==> config.mk <==
export PLATFORM = sky130hd
export DESIGN_NAME = command_line_lexer
export DESIGN_NICKNAME = d
export VERILOG_FILES = /design/src/hw/rtl/cll_pkg.sv /design/src/hw/rtl/cll_char_class.sv /design/src/hw/rtl/cll_lex_core.sv /design/src/hw/rtl/command_line_lexer.sv
export SDC_FILE = /design/constraint.sdc
export NUM_CORES = 1
export LEC_CHECK = 0
export CORE_MARGIN = 1
export CORE_UTILIZATION = 35
export DETAILED_ROUTE_END_ITERATION = 10
export DONT_BUFFER_PORTS = 1
export SLEW_MARGIN = 40
export SYNTH_ARGS = -nofsm -noshare
export SYNTH_HDL_FRONTEND = slang
export SYNTH_HIERARCHICAL = 1
export SYNTH_SLANG_ARGS = --single-unit
==> constraint.sdc <==
create_clock -name clk -period 3.5 [get_ports clk]
set_clock_uncertainty 0.2 [all_clocks]
set_input_delay 1.05 -clock clk [delete_from_list [all_inputs] [get_ports clk]]
set_output_delay 1.05 -clock clk [all_outputs]
set_load 0.01 [all_outputs]
==> src/hw/rtl/cll_pkg.sv <==
// Shared types and constants of the command line lexer.
`timescale 1ns / 1ps

package cll_pkg;

  localparam logic [2:0] MK_NONE       = 3'd0;
  localparam logic [2:0] MK_NAME_BEGIN = 3'd1;
  localparam logic [2:0] MK_ARG_BEGIN  = 3'd2;
  localparam logic [2:0] MK_QUOTE_OPEN = 3'd3;
  localparam logic [2:0] MK_NAME_END   = 3'd4;
  localparam logic [2:0] MK_ARG_END    = 3'd5;

  localparam logic [1:0] ERR_NONE  = 2'd0;
  localparam logic [1:0] ERR_CHAR  = 2'd1;
  localparam logic [1:0] ERR_ARGS  = 2'd2;
  localparam logic [1:0] ERR_EMPTY = 2'd3;

  localparam logic [7:0] CH_NUL   = 8'h00;
  localparam logic [7:0] CH_NL    = 8'h0A;
  localparam logic [7:0] CH_SPACE = 8'h20;
  localparam logic [7:0] CH_DQ    = 8'h22;
  localparam logic [7:0] CH_SQ    = 8'h27;
  localparam logic [7:0] CH_DASH  = 8'h2D;
  localparam logic [7:0] CH_US    = 8'h5F;

  localparam int OUT_DATA_W = 24;

  typedef struct packed {
    logic is_zero;
    logic is_nl;
    logic is_blank;
    logic is_letter;
    logic is_us;
    logic is_word;
    logic is_dq;
    logic is_sq;
  } char_class_t;

  typedef struct packed {
    logic        ignored;
    logic [11:0] position;
    logic [1:0]  error_code;
    logic [3:0]  arg_count;
    logic        line_done;
    logic [2:0]  mark;
  } lex_result_t;

endpackage

==> src/hw/rtl/cll_char_class.sv <==
// Character classification for the command line lexer.
`timescale 1ns / 1ps

module cll_char_class (
  input  logic [7:0]           char_code,
  output cll_pkg::char_class_t cls
);

  logic letter;
  logic digit;

  assign letter = ((char_code >= 8'h61) && (char_code <= 8'h7A)) ||
                  ((char_code >= 8'h41) && (char_code <= 8'h5A));
  assign digit  = (char_code >= 8'h30) && (char_code <= 8'h39);

  always_comb begin
    cls.is_zero   = (char_code == cll_pkg::CH_NUL);
    cls.is_nl     = (char_code == cll_pkg::CH_NL);
    cls.is_blank  = (char_code == cll_pkg::CH_NL) || (char_code == cll_pkg::CH_SPACE);
    cls.is_letter = letter;
    cls.is_us     = (char_code == cll_pkg::CH_US);
    cls.is_word   = letter || digit || (char_code == cll_pkg::CH_DASH) ||
                    (char_code == cll_pkg::CH_US);
    cls.is_dq     = (char_code == cll_pkg::CH_DQ);
    cls.is_sq     = (char_code == cll_pkg::CH_SQ);
  end

endmodule

==> src/hw/rtl/cll_lex_core.sv <==
// Lexer state machine, argument counter and chunk offset.
`timescale 1ns / 1ps

module cll_lex_core #(
  parameter int MAX_ARGS    = 8,
  parameter int CHUNK_BYTES = 4096
) (
  input  logic                 clk,
  input  logic                 rst_n,
  input  logic                 en,
  input  logic                 chunk_last,
  input  cll_pkg::char_class_t cls,
  output cll_pkg::lex_result_t res
);

  localparam int OFF_W = $clog2(CHUNK_BYTES);

  localparam logic [2:0] ST_LEAD   = 3'd0;
  localparam logic [2:0] ST_NAME   = 3'd1;
  localparam logic [2:0] ST_GAP    = 3'd2;
  localparam logic [2:0] ST_PLAIN  = 3'd3;
  localparam logic [2:0] ST_QUOTED = 3'd4;
  localparam logic [2:0] ST_ABORT  = 3'd5;

  logic [2:0]       state_r, state_nxt;
  logic             dq_r, dq_nxt;
  logic [3:0]       args_r, args_nxt;
  logic [OFF_W-1:0] off_r, off_nxt;
  logic             have_r, have_nxt;

  logic [OFF_W:0]    off_sum;
  logic [OFF_W+11:0] pos_ext;
  logic              room;
  logic              close_q;

  assign off_sum = {1'b0, off_r} + {{OFF_W{1'b0}}, 1'b1};
  assign pos_ext = {12'd0, off_r};
  assign room    = (args_r < 4'(MAX_ARGS));
  assign close_q = dq_r ? cls.is_dq : cls.is_sq;

  always_comb begin
    state_nxt      = state_r;
    dq_nxt         = dq_r;
    args_nxt       = args_r;
    have_nxt       = have_r;
    res.mark       = cll_pkg::MK_NONE;
    res.line_done  = 1'b0;
    res.error_code = cll_pkg::ERR_NONE;
    res.ignored    = 1'b0;
    res.position   = pos_ext[11:0];

    if ((state_r > ST_QUOTED) || cls.is_zero) begin
      res.ignored = 1'b1;
      state_nxt   = ST_ABORT;
    end else begin
      unique case (state_r)
        ST_LEAD: begin
          if (cls.is_letter || cls.is_us) begin
            res.mark  = cll_pkg::MK_NAME_BEGIN;
            have_nxt  = 1'b1;
            state_nxt = ST_NAME;
          end else if (!cls.is_blank) begin
            res.error_code = cll_pkg::ERR_CHAR;
          end
        end
        ST_NAME: begin
          if (cls.is_blank) begin
            res.mark  = cll_pkg::MK_NAME_END;
            state_nxt = ST_GAP;
          end else if (!cls.is_word) begin
            res.error_code = cll_pkg::ERR_CHAR;
          end
        end
        ST_GAP: begin
          if (cls.is_word) begin
            res.mark  = cll_pkg::MK_ARG_BEGIN;
            state_nxt = ST_PLAIN;
          end else if (cls.is_dq || cls.is_sq) begin
            res.mark  = cll_pkg::MK_QUOTE_OPEN;
            dq_nxt    = cls.is_dq;
            state_nxt = ST_QUOTED;
          end else if (!cls.is_blank) begin
            res.error_code = cll_pkg::ERR_CHAR;
          end
        end
        ST_PLAIN: begin
          if (cls.is_blank) begin
            if (room) begin
              args_nxt  = args_r + 4'd1;
              res.mark  = cll_pkg::MK_ARG_END;
              state_nxt = ST_GAP;
            end else begin
              res.error_code = cll_pkg::ERR_ARGS;
            end
          end else if (!cls.is_word) begin
            res.error_code = cll_pkg::ERR_CHAR;
          end
        end
        ST_QUOTED: begin
          if (close_q) begin
            if (room) begin
              args_nxt  = args_r + 4'd1;
              res.mark  = cll_pkg::MK_ARG_END;
              state_nxt = ST_GAP;
            end else begin
              res.error_code = cll_pkg::ERR_ARGS;
            end
          end else if (cls.is_nl) begin
            res.error_code = cll_pkg::ERR_CHAR;
          end
        end
        default: begin
          state_nxt = ST_ABORT;
        end
      endcase
      if ((res.error_code == cll_pkg::ERR_NONE) && cls.is_nl) begin
        if (!have_r) begin
          res.error_code = cll_pkg::ERR_EMPTY;
        end else begin
          res.line_done = 1'b1;
        end
      end
      if (res.error_code != cll_pkg::ERR_NONE) begin
        state_nxt = ST_ABORT;
      end
    end

    res.arg_count = args_nxt;
    if (res.line_done) begin
      state_nxt = ST_LEAD;
      have_nxt  = 1'b0;
      args_nxt  = 4'd0;
    end

    off_nxt = (off_sum >= (OFF_W+1)'(CHUNK_BYTES)) ? '0 : off_sum[OFF_W-1:0];
    if (chunk_last) begin
      state_nxt = ST_LEAD;
      dq_nxt    = 1'b0;
      args_nxt  = 4'd0;
      off_nxt   = '0;
      have_nxt  = 1'b0;
    end
  end

  always_ff @(posedge clk) begin
    if (!rst_n) begin
      state_r <= ST_LEAD;
      dq_r    <= 1'b0;
      args_r  <= 4'd0;
      off_r   <= '0;
      have_r  <= 1'b0;
    end else if (en) begin
      state_r <= state_nxt;
      dq_r    <= dq_nxt;
      args_r  <= args_nxt;
      off_r   <= off_nxt;
      have_r  <= have_nxt;
    end
  end

  a_err_aborts: assert property (@(posedge clk) disable iff (!rst_n)
    en && (res.error_code != cll_pkg::ERR_NONE) && !chunk_last |=> state_r == ST_ABORT)
    else $error("error did not abort the chunk");

  a_last_clears: assert property (@(posedge clk) disable iff (!rst_n)
    en && chunk_last |=> (state_r == ST_LEAD) && (args_r == 4'd0) && (off_r == '0) && !have_r)
    else $error("state not cleared after the last byte of a chunk");

  a_done_restarts: assert property (@(posedge clk) disable iff (!rst_n)
    en && res.line_done |=> (state_r == ST_LEAD) && (args_r == 4'd0) && !have_r)
    else $error("completed line did not restart the lexer");

  a_args_bound: assert property (@(posedge clk) disable iff (!rst_n)
    en |=> args_r <= 4'(MAX_ARGS))
    else $error("argument count above its limit");

endmodule

==> src/hw/rtl/command_line_lexer.sv <==
// Top level of the command line lexer: input register, lexer core and result register.
// A character accepted into the input register is lexed and its result is registered for out_*.
// Throughput: one character per clock cycle while no result waits for out_tready.
// The result register lets a new character enter while a result waits for out_tready.
// Synchronous active-low reset empties both registers and returns the lexer to its begin
// state with the argument count, quote flag and chunk offset at zero.
`timescale 1ns / 1ps

module command_line_lexer #(
  parameter int MAX_ARGS    = 8,
  parameter int CHUNK_BYTES = 4096
) (
  input  logic                           clk,
  input  logic                           rst_n,
  input  logic                           in_tvalid,
  output logic                           in_tready,
  input  logic [7:0]                     in_tdata,  // char_code
  input  logic                           in_tlast,  // chunk_last
  output logic                           out_tvalid,
  input  logic                           out_tready,
  // mark[2:0], line_done[3], arg_count[7:4], error_code[9:8], position[21:10],
  // ignored[22], zero padding[23]
  output logic [cll_pkg::OUT_DATA_W-1:0] out_tdata
);

  logic                 in_v_r;
  logic [7:0]           in_char_r;
  logic                 in_last_r;
  logic                 out_v_r;
  cll_pkg::lex_result_t out_res_r;
  logic                 adv;

  cll_pkg::char_class_t cls;
  cll_pkg::lex_result_t res;

  assign adv       = in_v_r && (!out_v_r || out_tready);
  assign in_tready = !in_v_r || adv;

  cll_char_class u_class (
    .char_code (in_char_r),
    .cls       (cls)
  );

  cll_lex_core #(
    .MAX_ARGS    (MAX_ARGS),
    .CHUNK_BYTES (CHUNK_BYTES)
  ) u_core (
    .clk        (clk),
    .rst_n      (rst_n),
    .en         (adv),
    .chunk_last (in_last_r),
    .cls        (cls),
    .res        (res)
  );

  always_ff @(posedge clk) begin
    if (!rst_n) begin
      in_v_r  <= 1'b0;
      out_v_r <= 1'b0;
    end else begin
      if (in_tready) begin
        in_v_r <= in_tvalid;
      end
      if (adv) begin
        out_v_r <= 1'b1;
      end else if (out_tready) begin
        out_v_r <= 1'b0;
      end
    end
  end

  always_ff @(posedge clk) begin
    if (in_tready && in_tvalid) begin
      in_char_r <= in_tdata;
      in_last_r <= in_tlast;
    end
    if (adv) begin
      out_res_r <= res;
    end
  end

  assign out_tvalid = out_v_r;
  assign out_tdata  = {1'b0, out_res_r};

endmodule

==> impl_metrics.py, run 1 <==
metrics = {
    "status": {
        "status": "finished, final reports clean",
    },
    "run": {
        "cap_violations": 0,
    },
    "yosys": {
        "synth-async-reset-ratio_pct": 0,
        "netlist.area_leader.share_pct": 35.02,
        "synth.avg_cell_area_um2": 10.85,
        "synth_nets": 268,
        "ys_seq_area_share_pct": 51.80,
        "synthFlopType": "edfxtp_1",
        "ys_ff_latch": 55,
        "netlist_instances": 253,
        "yosys.area.top_type": "edfxtp_1",
        "yosys-top-cells-count": "32 x edfxtp_1, 23 x dfxtp_1, 22 x nor2_1",
        "ys_warn_count": 6,
        "synthTopCellsByArea": "edfxtp_1 35%, dfxtp_1 17%, nor2_1 3.0%",
        "synthDistinctLibCells": 68,
        "synth.cell_area_mm2": 0.002744,
        "synth_edf_count": 32,
        "yosys.cell_count.top_type": "edfxtp_1",
    },
    "sta": {
        "max_freq_ghz": 0.3168,
        "fin_crit_sh_pct": 90.20,
        "drv_slew": 0,
        "relSlewSlack_pct": 49.64,
        "fin_ws_ps": 343.1,
        "setup_viol": 0,
        "tightest_slew_ps": 755.4,
        "setup_tns_ps": 0,
        "rsz0062_at_grt": "false",
        "period_needed_ps": 3157,
        "hold_viol": 0,
    },
    "worst_setup_path": {
        "required_ps": 3360,
        "r2r_cells": 7,
        "crit_fanout": 7,
        "cp-end-kind": "flop",
        "reg2reg_to": "out_tdata[5]$_DFFE_PP_",
        "crit_path_end": "out_tdata[5]$_DFFE_PP_",
        "arrival_ps": 3020,
        "r2r_start": "in_char_r[4]$_DFFE_PP_",
        "worstSetupPathType": "flop to flop",
        "crit_start": "in_char_r[4]$_DFFE_PP_",
        "startpoint_type": "flop",
        "r2r_slack_ps": 340,
    },
    "floorplan": {
        "dieWidth_um": 90.54,
        "core-area_mm2": 0.007408,
        "die_h_um": 90.54,
        "start_util_pct": 37.04,
        "die_area_mm2": 0.008197,
        "io_pins": 39,
        "core.rowCount": 31,
    },
    "clock_tree": {
        "clkTransAtPathRegs_ps": 100,
        "cts-hold-fix-buffers": 0,
        "htree_levels": 2,
        "clock_path_buffers": 2,
        "cts_setup_buffers": 0,
        "cts.sinks": 55,
        "clk_latency_ps": 310,
        "cts_tree": "done",
        "cts.repair.resized": 0,
        "cts_inserted_buffers": 5,
        "cts-root-buf": "clkbuf_8",
    },
    "placed_design": {
        "gp_congestion": 0.8525,
        "hpwl_mm": 3.796,
        "placedCellCount": 346,
        "portBuffers": 0,
        "dp_slack_ps": 392.9,
    },
    "power": {
        "ir_worst_vdd_uv": 255.6,
        "p_int_uw": 884.2,
        "combinationalPowerShare_pct": 7.2,
        "seqPwrFrac_pct": 62.8,
        "p_leak_nw": 1.068,
        "power_switching_share_pct": 24.53,
        "pwr-share-clk_pct": 30.0,
        "p_sw_uw": 287.4,
        "total_power_mw": 1.172,
        "p_per_area_mw_per_mm2": 399.6,
    },
    "grt": {
        "grtUsageMet3_pct": 3.367,
        "grt_pass1_vias": 1669,
        "antenna_found_initial": 0,
        "met1_usage_pct": 18.17,
        "met2_usage_pct": 19.00,
        "grt_start_max_net_pins": 24,
        "busiest_layer": "met2",
        "grt_usage_pct": 13.02,
        "grt_first_pass_wirelength_mm": 8.411,
        "overflow": 0,
    },
    "detailed_routing": {
        "drt-vias-per-instance": 5.308,
        "drc": 0,
        "wl_per_cell_um": 14.59,
        "wl_mm": 5.166,
        "num_vias": 1879,
        "drtIter0Drc": 171,
        "ant_nets": 0,
        "first_pass_iters": 4,
    },
    "cells_and_area": {
        "fill_cells": 749,
        "fin_nets": 269,
        "final_util_pct": 39.57,
        "area_growth_pct": 6.840,
        "antenna_cells": 0,
        "instances_no_fill": 354,
        "layout-drive-gt1-share_pct": 12.94,
    },
    "hold_path": {
        "hp-class": "flop to flop",
    },
}
==> metal layers <==
metal	share of wire, %	vias up	wire length (µm)
li1	-	939	-
met1	51	878	2640
met2	43	58	2205
met3	4.9	4	253
met4	1.3	0	67
met5	0	-	0
==> worst max-delay path, cell delays in order (launching register included) <==
cell       delay [ps]
edfxtp_1          470
nor3_1            230
nand4_1           140
nor3_1            510
mux2i_1           340
a2111oi_2         450
and2_4            240
mux2_1            340
==> state kept, by name, indices dropped and copies added (netlist names) <==
register        cells
u_core/have_r       1
in_v_r              1
u_core/dq_r         1
u_core/args_r       4
in_char_r           8
u_core/off_r       12
out_tdata          23
out_tvalid          1
in_last_r           1
u_core/state_r      3
==> metrics by stage <==
| step | hold slack, ps | cell area (µm²) |
|---|---|---|
| floorplan | 242.2 | 2746 |
| global placement | 260.8 | 2840 |
| detailed placement | 266.0 | 2840 |
| CTS | 289.9 | 2932 |
| global route | 310.3 | 2932 |
| finish | 290.1 | 2932 |
==> how the worst min path moves through the flow <==
stage	cells after the start	startpoint	slack [ps]	to
after floorplan	0	u_core/off_r[7]$_SDFFE_PN0P_	240	out_tdata[17]$_DFFE_PP_
after global placement	0	u_core/off_r[7]$_SDFFE_PN0P_	260	out_tdata[17]$_DFFE_PP_
after detailed placement	0	u_core/off_r[7]$_SDFFE_PN0P_	270	out_tdata[17]$_DFFE_PP_
after CTS	0	u_core/off_r[7]$_SDFFE_PN0P_	290	out_tdata[17]$_DFFE_PP_
after global routing	0	u_core/off_r[7]$_SDFFE_PN0P_	310	out_tdata[17]$_DFFE_PP_
final	0	u_core/off_r[4]$_SDFFE_PN0P_	290	out_tdata[14]$_DFFE_PP_
==> logic make-up (layout without fill, tap and decap cells) <==
logic type | count (synthesis) | in the layout | share of synthesized area [%]
compound gates | 51 | 51 | 14.32
xor+xnor | 9 | 9 | 2.873
fa+ha+maj | 2 | 2 | 0.9118
buf+inv | 19 | 21 | 3.466
flops | 55 | 55 | 51.80
mux | 7 | 7 | 2.599
other cells | 1 | 1 | 0.1367
simple gates | 109 | 109 | 23.89
==> power groups by stage <==
stage	clock (mW)	combinational [mW]	sequential, mW
3_3_place_gp	0	0.0832	0.750
2_1_floorplan	0	0.0765	0.740
6_report	0.352	0.0843	0.735
5_1_grt	0.390	0.0941	0.740
4_1_cts	0.367	0.0849	0.735
3_5_place_dp	0	0.0846	0.750
==> cell type report <==
cell class	instances	area (µm²)	share of cell area, %
Timing Repair Buffer	3	22.52	0.7682
Sequential cell	55	1421	48.48
Clock buffer	5	68.82	2.347
Clock inverter	3	22.52	0.7682
Tap cell	99	123.9	4.225
Multi-Input combinational cell	179	1235	42.13
Inverter	10	37.54	1.280
==> cells in the final DEF, fill, tap and decap left out, types with 6 or more instances in the layout <==
cell	count
xor2_1	8
nor2_1	22
dfxtp_1	23
nor3_1	7
mux2i_1	6
and2_1	7
inv_1	7
a21oi_1	6
nand2_1	16
nand4_1	7
and3_1	10
edfxtp_1	32
nor2b_1	6
(Power assumes the default switching activity.)
==> inputs of run 2 (changes only) <==
--- a/config.mk
+++ b/config.mk
@@ -5,6 +5,7 @@
 export SDC_FILE = /design/constraint.sdc
 export NUM_CORES = 1
 export LEC_CHECK = 0
+export ABC_AREA = 1
 export CORE_MARGIN = 1
 export CORE_UTILIZATION = 35
 export DETAILED_ROUTE_END_ITERATION = 10
==> run 2 against run 1 <==
Net effect: sequential power shrank 0.7%; power increased by 4.1%; sequential share of layout area up 0.63 points; register-to-register slack improved by 480 ps; highest routed layer unchanged.
==> impl_metrics.py, run 2 <==
metrics = {
    "status": {
        "status": "finished, final reports clean",
    },
    "placed_design": {
        "dp_slack_ps": 765.5,
        "portBuffers": 0,
        "placedCellCount": 409,
        "gp_congestion": 0.8697,
        "hpwl_mm": 3.979,
    },
    "power": {
        "p_leak_nw": 1.127,
        "ir_worst_vdd_uv": 175.2,
        "p_per_area_mw_per_mm2": 421.2,
        "p_int_uw": 891.0,
        "pwr-share-clk_pct": 29.6,
        "seqPwrFrac_pct": 59.9,
        "power_switching_share_pct": 26.91,
        "p_sw_uw": 328.1,
        "total_power_mw": 1.219,
        "combinationalPowerShare_pct": 10.5,
    },
    "yosys": {
        "synthFlopType": "edfxtp_1",
        "synth_nets": 329,
        "synth_top_family_by_area": "simple AND/OR/NAND/NOR gates",
        "ys_seq_area_share_pct": 52.59,
        "ys_ff_latch": 55,
        "yosys-top-cells-count": "56 x nand2_1, 43 x nor2_1, 41 x inv_1",
        "netlist_instances": 314,
        "synth-xor-area-share_pct": 0.6481,
        "synthTopCellsByArea": "edfxtp_1 36%, dfxtp_1 17%, nand2_1 7.8%",
        "synth-compound-area-share_pct": 8.889,
        "netlist.area_leader.share_pct": 35.56,
        "yosys.cell_count.top_type": "nand2_1",
        "synth_fa_ha_area_share_pct": 0.9259,
        "synth_edf_count": 32,
        "ys_warn_count": 6,
        "synth.cell_area_mm2": 0.002703,
        "yosys.area_share.simple_pct": 28.24,
        "synth.avg_cell_area_um2": 8.607,
        "synth-async-reset-ratio_pct": 0,
        "yosys.area.top_type": "edfxtp_1",
        "synthMuxAreaShare_pct": 0.4167,
        "synthDistinctLibCells": 42,
    },
    "grt": {
        "overflow": 0,
        "grt_first_pass_wirelength_mm": 9.004,
        "grt_pass1_vias": 1960,
        "grt_usage_pct": 13.81,
        "antenna_found_initial": 0,
        "grt_start_max_net_pins": 27,
    },
    "sta": {
        "tightest_slew_ps": 527.8,
        "max_freq_ghz": 0.3741,
        "fin_ws_ps": 826.8,
        "rsz0062_at_grt": "false",
        "period_needed_ps": 2673,
        "fin_crit_sh_pct": 76.38,
        "drv_slew": 0,
        "relSlewSlack_pct": 64.74,
        "setup_viol": 0,
        "hold_viol": 0,
        "setup_tns_ps": 0,
    },
    "hold_path": {
        "hp-class": "flop to flop",
        "min_path_cells": 2,
    },
    "cells_and_area": {
        "instances_no_fill": 417,
        "antenna_cells": 0,
        "final_cell_mix": "56 x nand2_1, 43 x nor2_1, 41 x inv_1",
        "area_growth_pct": 7.083,
        "fin_nets": 332,
        "largest_reg_flops": 23,
        "final_common_cell": "nand2_1",
        "layout-drive-gt1-share_pct": 11.32,
        "fill_cells": 755,
    },
    "floorplan": {
        "die_area_mm2": 0.008078,
        "core.rowCount": 31,
        "core-area_mm2": 0.007370,
        "start_util_pct": 36.67,
        "die_h_um": 89.88,
        "io_pins": 39,
        "dieWidth_um": 89.88,
    },
    "clock_tree": {
        "clk_latency_ps": 310,
        "clkTransAtPathRegs_ps": 100,
        "cts-hold-fix-buffers": 0,
        "cts_tree": "done",
        "cts_setup_buffers": 0,
        "htree_levels": 2,
        "cts.repair.resized": 0,
        "cts_inserted_buffers": 5,
        "cts.sinks": 55,
        "cts-root-buf": "clkbuf_8",
        "clock_path_buffers": 2,
    },
    "worst_setup_path": {
        "cp-end-kind": "flop",
        "required_ps": 3510,
        "worstSetupPathType": "flop to flop",
        "startpoint_type": "flop",
        "crit_fanout": 8,
        "r2r_slack_ps": 830,
        "r2r_cells": 16,
        "arrival_ps": 2680,
    },
    "detailed_routing": {
        "drc": 0,
        "drtIter0Drc": 95,
        "first_pass_iters": 5,
        "ant_nets": 0,
        "num_vias": 1994,
        "wl_mm": 5.250,
        "wl_per_cell_um": 12.59,
        "drt-vias-per-instance": 4.782,
    },
    "run": {
        "cap_violations": 0,
    },
}
-- run 2: cell count changes after synthesis, moves of 10 or more --
| cell | delta |
|---|---|
| inv_1 | +34 |
| nand2_1 | +40 |
| and3_1 | -10 |
| nand3_1 | +21 |
| nor2_1 | +21 |
| a21oi_1 | +15 |
-- run 2: cells by family (layout without fill, tap and decap cells) --
group,count (synthesis),count (layout)
and+or+nand+nor,161,161
DFF,55,55
buffers and inverters,52,56
AOI/OAI and AO/OA,40,40
adders and majority gates,2,2
xor gates and xnor gates,2,2
other,1,1
muxes,1,1
-- run 2: layout make-up --
cell class                      count  area, µm²  area share, %
Clock buffer                        5      68.82          2.378
Clock inverter                      3      23.77         0.8214
Inverter                           47      176.4          6.096
Multi-Input combinational cell    207       1072          37.05
Sequential cell                    55       1421          49.11
Tap cell                           99      123.9          4.280
Timing Repair Buffer                1      7.507         0.2594
-- run 2: metal layers --
metal / vias up / share of wire, % / wire length, µm / global-route usage [%]
met4: 0 / 1.1 / 58 / 3.629
li1: 1046 / - / - / -
met2: 33 / 45 / 2347 / 22.82
met1: 909 / 50 / 2624 / 17.77
met3: 6 / 4.2 / 220 / 3.892
met5: - / 0 / 0 / 0
-- run 2: power by group through the flow --
stage                     logic, mW  clock network, mW  registers, mW
after CTS                     0.127              0.374          0.730
after floorplan               0.107                  0          0.740
final                         0.128              0.361          0.730
after detailed placement      0.127                  0          0.745
after global placement        0.126                  0          0.744
after global routing          0.145              0.396          0.733
-- run 2: stage by stage --
stage / cell area, µm² / hold WS [ps] / util (%)
after floorplan: 2706 / 230.8 / -
after global placement: 2801 / 259.8 / 38.01
after detailed placement: 2801 / 256.2 / 38.01
after CTS: 2894 / 276.7 / 39.27
after global routing: 2894 / 309.2 / 39.27
final: 2894 / 274.9 / 39.27
-- run 2: final timing paths --
kind	from	end
max reg2reg	in_char_r[3]$_DFFE_PP_	u_core/state_r[2]$_SDFFE_PN0P_
min reg2reg	u_core/args_r[2]$_SDFFE_PN0P_	u_core/args_r[2]$_SDFFE_PN0P_
min	u_core/args_r[2]$_SDFFE_PN0P_	u_core/args_r[2]$_SDFFE_PN0P_
max	in_char_r[3]$_DFFE_PP_	u_core/state_r[2]$_SDFFE_PN0P_
-- run 2: critical path, cell delays in order (launching register included) --
cell      delay, ps
edfxtp_1        520
nor2_2          180
nand2_1          90
o22ai_1         350
inv_1           160
nand2_1          90
nor2_1           40
nor2_1           90
nand2_1          90
nor2_4          170
nand4_4         140
nand2_2         120
inv_2            40
o21ai_0          80
nand3_1         100
nand2_1          80
nor2_1           40
==> inputs of run 3 (changes only) <==
==> constraint.sdc (replaced) <==
create_clock -name clk -period 2.6 [get_ports clk]
set_clock_uncertainty 0.2 [all_clocks]
set_input_delay 0.78 -clock clk [delete_from_list [all_inputs] [get_ports clk]]
set_output_delay 0.78 -clock clk [all_outputs]
set_load 0.01 [all_outputs]
==> run 3 against run 2 <==
Net effect: cell count rose by 1.9%; wire length rose by 3.9%; sequential cell count did not move; combinational power rose by 51%; utilization rose by 2.3 points; first-iteration DRC count rose by 22%; critical path depth fell by 1; largest cell class unchanged.
==> impl_metrics.py, run 3 (synthesis gave the netlist of run 2 again) <==
metrics = {
    "floorplan": {
        "core.rowCount": 31,
        "die_h_um": 89.88,
        "io_pins": 39,
        "die_area_mm2": 0.008078,
        "start_util_pct": 36.67,
        "dieWidth_um": 89.88,
        "core-area_mm2": 0.007370,
    },
    "power": {
        "p_int_mw": 1.309,
        "p_leak_nw": 1.204,
        "pwr-share-clk_pct": 33.2,
        "seqPwrFrac_pct": 55.9,
        "total_power_mw": 1.763,
        "p_sw_uw": 453.7,
        "p_per_area_mw_per_mm2": 574.7,
        "combinationalPowerShare_pct": 11.0,
        "ir_worst_vdd_uv": 269.2,
        "power_switching_share_pct": 25.74,
    },
    "worst_setup_path": {
        "required_ps": 2620,
        "reg2reg_to": "u_core/state_r[0]$_SDFFE_PN0P_",
        "worstSetupPathType": "flop to flop",
        "startpoint_type": "flop",
        "cp-end-kind": "flop",
        "r2r_slack_ps": 170,
        "r2r_start": "in_char_r[3]$_DFFE_PP_",
        "arrival_ps": 2440,
        "r2r_cells": 15,
        "crit_fanout": 6,
    },
    "sta": {
        "rsz0062_at_grt": "true",
        "drv_slew": 0,
        "period_needed_ps": 2427,
        "setup_tns_ps": 0,
        "max_freq_ghz": 0.4120,
        "fin_ws_ps": 173.0,
        "setup_viol": 0,
        "hold_viol": 0,
        "whs_ps": 268.6,
        "fin_crit_sh_pct": 93.35,
    },
    "grt": {
        "grt_first_pass_wirelength_mm": 9.018,
        "antenna_found_initial": 0,
        "grt_start_max_net_pins": 19,
        "grt_pass1_vias": 1908,
        "grt_usage_pct": 13.82,
        "overflow": 0,
    },
    "cells_and_area": {
        "layout-drive-gt1-share_pct": 16.87,
        "final_cell_mix": "54 x nand2_1, 40 x inv_1, 40 x nor2_1",
        "register_area_mm2": 0.001421,
        "antenna_cells": 0,
        "multiInputGateArea_mm2": 0.001159,
        "instances_no_fill": 425,
        "fin_nets": 340,
        "final_common_cell": "nand2_1",
        "final_util_pct": 41.61,
        "largest_reg_flops": 23,
        "fill_cells": 739,
        "area_growth_pct": 13.47,
        "fin_area_mm2": 0.003067,
    },
    "placed_design": {
        "gp_congestion": 0.8500,
        "portBuffers": 0,
        "placedCellCount": 413,
        "hpwl_mm": 3.969,
        "dp_slack_ps": 167.4,
        "placed_area_mm2": 0.002831,
    },
    "clock_tree": {
        "clock_path_buffers": 2,
        "cts.sinks": 55,
        "cts_tree": "done",
        "clk_latency_ps": 310,
        "cts_inserted_buffers": 5,
        "cts-hold-fix-buffers": 0,
        "cts-root-buf": "clkbuf_8",
        "htree_levels": 2,
        "clkTransAtPathRegs_ps": 100,
    },
    "hold_path": {
        "min_path_cells": 2,
        "hp-class": "flop to flop",
        "worstHoldStart": "u_core/args_r[2]$_SDFFE_PN0P_",
        "holdPathEnd": "u_core/args_r[2]$_SDFFE_PN0P_",
    },
    "detailed_routing": {
        "first_pass_iters": 4,
        "drc": 0,
        "wl_per_cell_um": 12.84,
        "drt-vias-per-instance": 4.911,
        "ant_nets": 0,
        "drtIter0Drc": 116,
        "wl_mm": 5.455,
        "num_vias": 2087,
    },
    "status": {
        "status": "finished, final reports clean",
    },
    "run": {
        "cap_violations": 0,
    },
}
-- run 3: cell count changes in the layout (fill, tap and decap cells not counted), moves of 2 or more --
cell | previous run | this run
buf_4 | 1 | 7
buf_6 | 0 | 2
nand2_1 | 56 | 54
nand2_4 | 0 | 2
nand3_1 | 25 | 21
nand3_2 | 3 | 6
nor2_1 | 43 | 40
nor2_4 | 2 | 4
-- run 3: worst max-delay path by stage --
stage	end	start	cells after the start	slack (ps)
after CTS	u_core/state_r[0]$_SDFFE_PN0P_	in_char_r[0]$_DFFE_PP_	18	150
final	u_core/state_r[0]$_SDFFE_PN0P_	in_char_r[3]$_DFFE_PP_	15	170
after global routing	u_core/state_r[0]$_SDFFE_PN0P_	in_char_r[3]$_DFFE_PP_	16	-20
after detailed placement	u_core/state_r[1]$_SDFFE_PN0P_	in_char_r[1]$_DFFE_PP_	18	170
after global placement	u_core/state_r[2]$_SDFFE_PN0P_	in_char_r[7]$_DFFE_PP_	18	200
after floorplan	u_core/off_r[10]$_SDFFE_PN0P_	out_tready	5	200
-- run 3: what timing repair did --
| action | in CTS | in global routing |
|---|---|---|
| setup buffers | 0 | 4 |
| resized for setup | 0 | 21 |
| endpoints found under the setup margin | 0 | 6 |
-- run 3: power groups by stage --
stage	Combinational (mW)	Clock (mW)	Sequential, mW
6_report	0.193	0.585	0.984
5_1_grt	0.220	0.637	0.989
4_1_cts	0.175	0.602	0.983
3_5_place_dp	0.174	0	1.00
3_3_place_gp	0.173	0	1.00
2_1_floorplan	0.145	0	0.996
-- run 3: critical path, cell delays in order, from the launching register on --
cell,delay (ps)
edfxtp_1,490
buf_6,180
nor4_4,260
nand2_1,80
nand2_1,140
nor2_1,70
nand2_1,70
nand2_1,80
nor2_4,200
nand4_4,130
nand3_2,80
nand2_1,60
nand2_2,120
nand3_1,80
nand2_1,60
nor2_1,30
-- run 3: layout make-up --
type / instances / share of cell area, %
inverter: 47 / 5.753
clock buffer: 6 / 2.366
timing repair buffer: 9 / 2.448
tap: 99 / 4.039
multi-input combinational: 207 / 37.78
sequential: 55 / 46.35
clock inverter: 2 / 1.265
-- run 3: routing by layer --
layer	vias up	track usage [%]	routed length (µm)
met2	54	22.50	2592
met3	4	3.638	240
met4	0	3.629	46
li1	1063	-	-
met1	966	18.24	2575
met5	-	0	0
